`src/design/rpa_pkg.sv`:
```
// Shared types and constants for the Radon projection accumulator.
package rpa_pkg;

    localparam int MAX_ROWS_DEF   = 256;
    localparam int MAX_COLS_DEF   = 256;
    localparam int MAX_ANGLES_DEF = 256;
    localparam int MAX_BINS_DEF   = 512;

    localparam int TABLE_DEPTH = 256;
    localparam int SUM_W       = 48;
    localparam int AMT_W       = 31;
    localparam int CFG_W       = 9;
    localparam int CFG_IDX_W   = 3;

    localparam logic [1:0] KIND_LOAD  = 2'd0;
    localparam logic [1:0] KIND_PIXEL = 2'd1;
    localparam logic [1:0] KIND_READ  = 2'd2;
    localparam logic [1:0] KIND_CLEAR = 2'd3;

    localparam logic [CFG_IDX_W-1:0] REG_ROWS   = 3'd0;
    localparam logic [CFG_IDX_W-1:0] REG_COLS   = 3'd1;
    localparam logic [CFG_IDX_W-1:0] REG_XORG   = 3'd2;
    localparam logic [CFG_IDX_W-1:0] REG_YORG   = 3'd3;
    localparam logic [CFG_IDX_W-1:0] REG_ANGLES = 3'd4;
    localparam logic [CFG_IDX_W-1:0] REG_RLAST  = 3'd5;

    typedef enum logic [7:0] {
        ST_IDLE = 8'b0000_0001,
        ST_CLR  = 8'b0000_0010,
        ST_RD   = 8'b0000_0100,
        ST_ANG  = 8'b0000_1000,
        ST_MUL  = 8'b0001_0000,
        ST_POS  = 8'b0010_0000,
        ST_URD  = 8'b0100_0000,
        ST_UWR  = 8'b1000_0000
    } state_t;

    typedef struct packed {
        logic              ok;
        logic [15:0]       bin;
        logic [AMT_W-1:0]  amount;
    } upd_t;

endpackage

```
`src/design/rpa_sample.sv`:
```
// One bin update of a quarter-pixel sample: position, bin, fraction and weight.
module rpa_sample #(
    parameter int MAX_BINS = rpa_pkg::MAX_BINS_DEF
) (
    input  logic signed [31:0] xc,
    input  logic signed [31:0] ys,
    input  logic signed [15:0] c,
    input  logic signed [15:0] s,
    input  logic [2:0]         sub,
    input  logic [15:0]        pixel,
    input  logic [7:0]         r_last,
    output rpa_pkg::upd_t      upd
);
    logic signed [31:0] c_term;
    logic signed [31:0] s_term;
    logic signed [31:0] pos;
    logic signed [15:0] bin;
    logic [15:0]        frac;
    logic [16:0]        weight;
    logic [32:0]        prod;

    always_comb
    begin
        c_term = sub[0] ? 32'(c) : -32'(c);
        s_term = sub[1] ? 32'(s) : -32'(s);
        pos    = xc + c_term + ys + s_term + $signed({7'd0, r_last, 17'd0});
        bin    = 16'(pos >>> 17) + {15'd0, sub[2]};
        frac   = pos[16:1];
        // upper bin takes frac, lower bin the rest
        weight = sub[2] ? {1'b0, frac} : 17'h10000 - {1'b0, frac};
        prod   = {17'd0, pixel} * {16'd0, weight};
        upd.amount = prod[32:2];
        upd.bin    = bin;
        upd.ok     = !bin[15] && (32'(bin) <= 32'({r_last, 1'b0}))
                     && (32'(bin) < MAX_BINS);
    end
endmodule

```
`config.mk`:
```
export PLATFORM = sky130hd
export DESIGN_NAME = rpa_sample
export DESIGN_NICKNAME = d
export VERILOG_FILES = /design/src/design/rpa_pkg.sv /design/src/design/rpa_sample.sv
export SDC_FILE = /design/constraint.sdc
export NUM_CORES = 1
export LEC_CHECK = 0
export BUFFER_PORTS_ARGS = -buffer_cell sky130_fd_sc_hd__buf_2
export CORE_ASPECT_RATIO = 1.75
export CORE_UTILIZATION = 63
export DETAILED_ROUTE_END_ITERATION = 7
export PLACE_DENSITY = 0.91
export SYNTH_ARGS = -nofsm -noshare
export SYNTH_HDL_FRONTEND = slang
export SYNTH_SLANG_ARGS = --single-unit
```
`constraint.sdc`:
```
create_clock -name vclk -period 15.8
set_clock_uncertainty 0.15 [all_clocks]
set_input_delay 0.79 -clock vclk [all_inputs]
set_output_delay 0.79 -clock vclk [all_outputs]
set_load 0.05 [all_outputs]
```
==> key figures <==
Floorplan
  • Placeable Area: about 23000 µm²
  • I/O pin total: between 150 and 200
  • Die area: 23600 µm²
  • Die Wd: 117 µm
  • Initial Util: 0.638
  • Die H: ~200 µm
  • Placement row count: 73

Finish
  • Register Area: 0 µm²
  • Filler cells: around 1800
  • Fraction of layout cells with a size suffix above 1: 0.113
  • Area Growth Syn to Fin: 7.77%
  • CLK BUF: 0
  • # nets final: 2457
  • Seq cells: 0

Timing
  • Post-route setup TNS: 0 ns
  • Slew HR: 0.213
  • Final Max Slew Viols: 0
  • Smallest hold slack: between 2 and 2.5 ns
  • Fmax: 72.3 MHz
  • Final setup violation count: 0
  • Worst-Margin Slew: around 1.2 ns
  • RSZ-0062 raised after global routing: false
  • Final Hold Fails: 0
  • Minimum clock period: about 14 ns
  • Crit share post-route: 0.876

Setup path
  • Required time worst endpoint: approximately 15 ns
  • Startpoint Class: primary input
  • CP max-delay cell: xor2_1
  • CP Max Fanout: 16
  • Slowest stage delay, CP: between 0.9 and 1 ns
  • CP bufs+invs: 6
  • Cell mode on critical path: fa_1
  • Kind of critical path: primary input to output port
  • CP arrival: ~13 ns
  • Worst Setup End Kind: output port
  • Top delay family on crit path: adder cells

Routing
  • Drt pass-1 iters: 6
  • Drt via density: between 5 and 6
  • Vias: roughly 13000
  • ANT nets after route: 0
  • Number of DRC markers in iteration 0: 571
  • WL final: between 30 and 40 mm
  • Drt wl/cell: 17.3 µm
  • Drc violations: 0

Synth
  • Synth cell types: between 70 and 80
  • Gate Count Post-Synth: around 1800
  • Synth warn: 0
  • Post-Syn Area: 14500 µm²
  • Syn Area/Cell: 8.24 µm²
  • Syn_nets: 2325
  • Register area share after synthesis: 0

Global routing
  • GRT Total Usage: 0.341
  • Largest net degree at the start of global routing: 34
  • Global-route wire length before repair: 63.3 mm
  • Total gr overflow: 0
  • Initial antenna violation count: 1
  • Vias in the first global route: about 14000

Place
  • GPL Wtd Cong: around 0.97
  • Port bufs: 171
  • Dpl hpwl: ~33 mm

Run
  • Max Cap Viol: 0

CTS
  • Cts repair resizes: 0
  • Setup repair bufs after CTS: 0
  • # hold bufs at CTS: 0

Status
  • Status: completed

Hold path
  • Min-delay worst type: primary input to output port
cells in the mapped netlist, drive strengths merged, types with 8 or more instances:
master,count,area (µm²)
a31oi,13,81.3
inv,403,1510
nand2b,9,56.3
nand3,18,90.1
or3,11,68.8
and2,131,821
o21ai,28,144
a21oi,80,404
xor2,36,315
fa,278,5570
nor2,65,246
and3,11,70.1
nand4,9,56.3
nor3,25,125
ha,170,2130
o211ai,9,72.6
clkbuf,48,180
nand2,199,747
nor2b,10,62.6
xnor2,65,569
buf,8,50.1
nor4,9,77.6
a21o,22,166
o21a,14,105
layer usage:
metal | wire (µm) | up-vias | part of all wire | global-route usage
met2 | 20800 | 588 | 0.55 | 0.651
li1 | - | 5720 | - | -
met1 | 11700 | 6135 | 0.31 | 0.324
met5 | 0 | - | 0 | 0
met3 | 2050 | 240 | 0.054 | 0.0294
met4 | 3260 | 0 | 0.086 | 0.255
cells in the final DEF (no fill, tap or decap), drive strengths merged, types with 10 or more instances in the layout:
cell / count
and3: 11
a21o: 22
xor2: 36
ha: 170
a21oi: 80
and2: 131
o21ai: 28
nor2: 65
xnor2: 65
nand3: 18
fa: 278
nor3: 25
inv: 403
nor2b: 10
nand2: 199
a31oi: 13
buf: 186
or3: 11
o21a: 14
path summary, 6_finish.rpt:
check,slack (ns),endpoint,startpoint,cells after the start
min,2.23,upd[47],r_last[7],7
max,1.97,upd[29],c[2],38
cell type report:
class	instances	area, µm²	share of cell area
Timing Repair Buffer	186	968	0.0621
Inverter	403	1510	0.0971
Multi-Input combinational cell	1295	12700	0.817
Antenna cell	1	2.50	0.000161
Tap cell	300	375	0.0241
worst min-delay path, cell delays in order:
cell and delay (ns):
buf_2 0.13, inv_1 0.06, ha_1 0.14, o22ai_1 0.08, o311ai_0 0.14, a211oi_2 0.05
buf_2 0.21
kinds of logic after synthesis:
group | after synthesis | synth area share
mux | 6 | 0.00433
buf+inv | 459 | 0.121
compound gates | 222 | 0.103
fa+ha+maj | 448 | 0.532
xor+xnor | 101 | 0.0612
simple gates | 518 | 0.179
through the flow:
stage / worst slack, ns / util / area, µm² / std cells
after global placement: 2.46 / 0.688 / 15600 / 2184
after detailed placement: 2.07 / 0.688 / 15600 / 2184
after floorplan: 2.54 / - / 14500 / 1754
final: 1.97 / 0.688 / 15600 / 2185
after global routing: 1.30 / 0.688 / 15600 / 2185
after CTS: 2.04 / 0.688 / 15600 / 2184
Power is not shown: default switching activity piles up to over one toggle a cycle in this logic, so the estimate is an artifact.
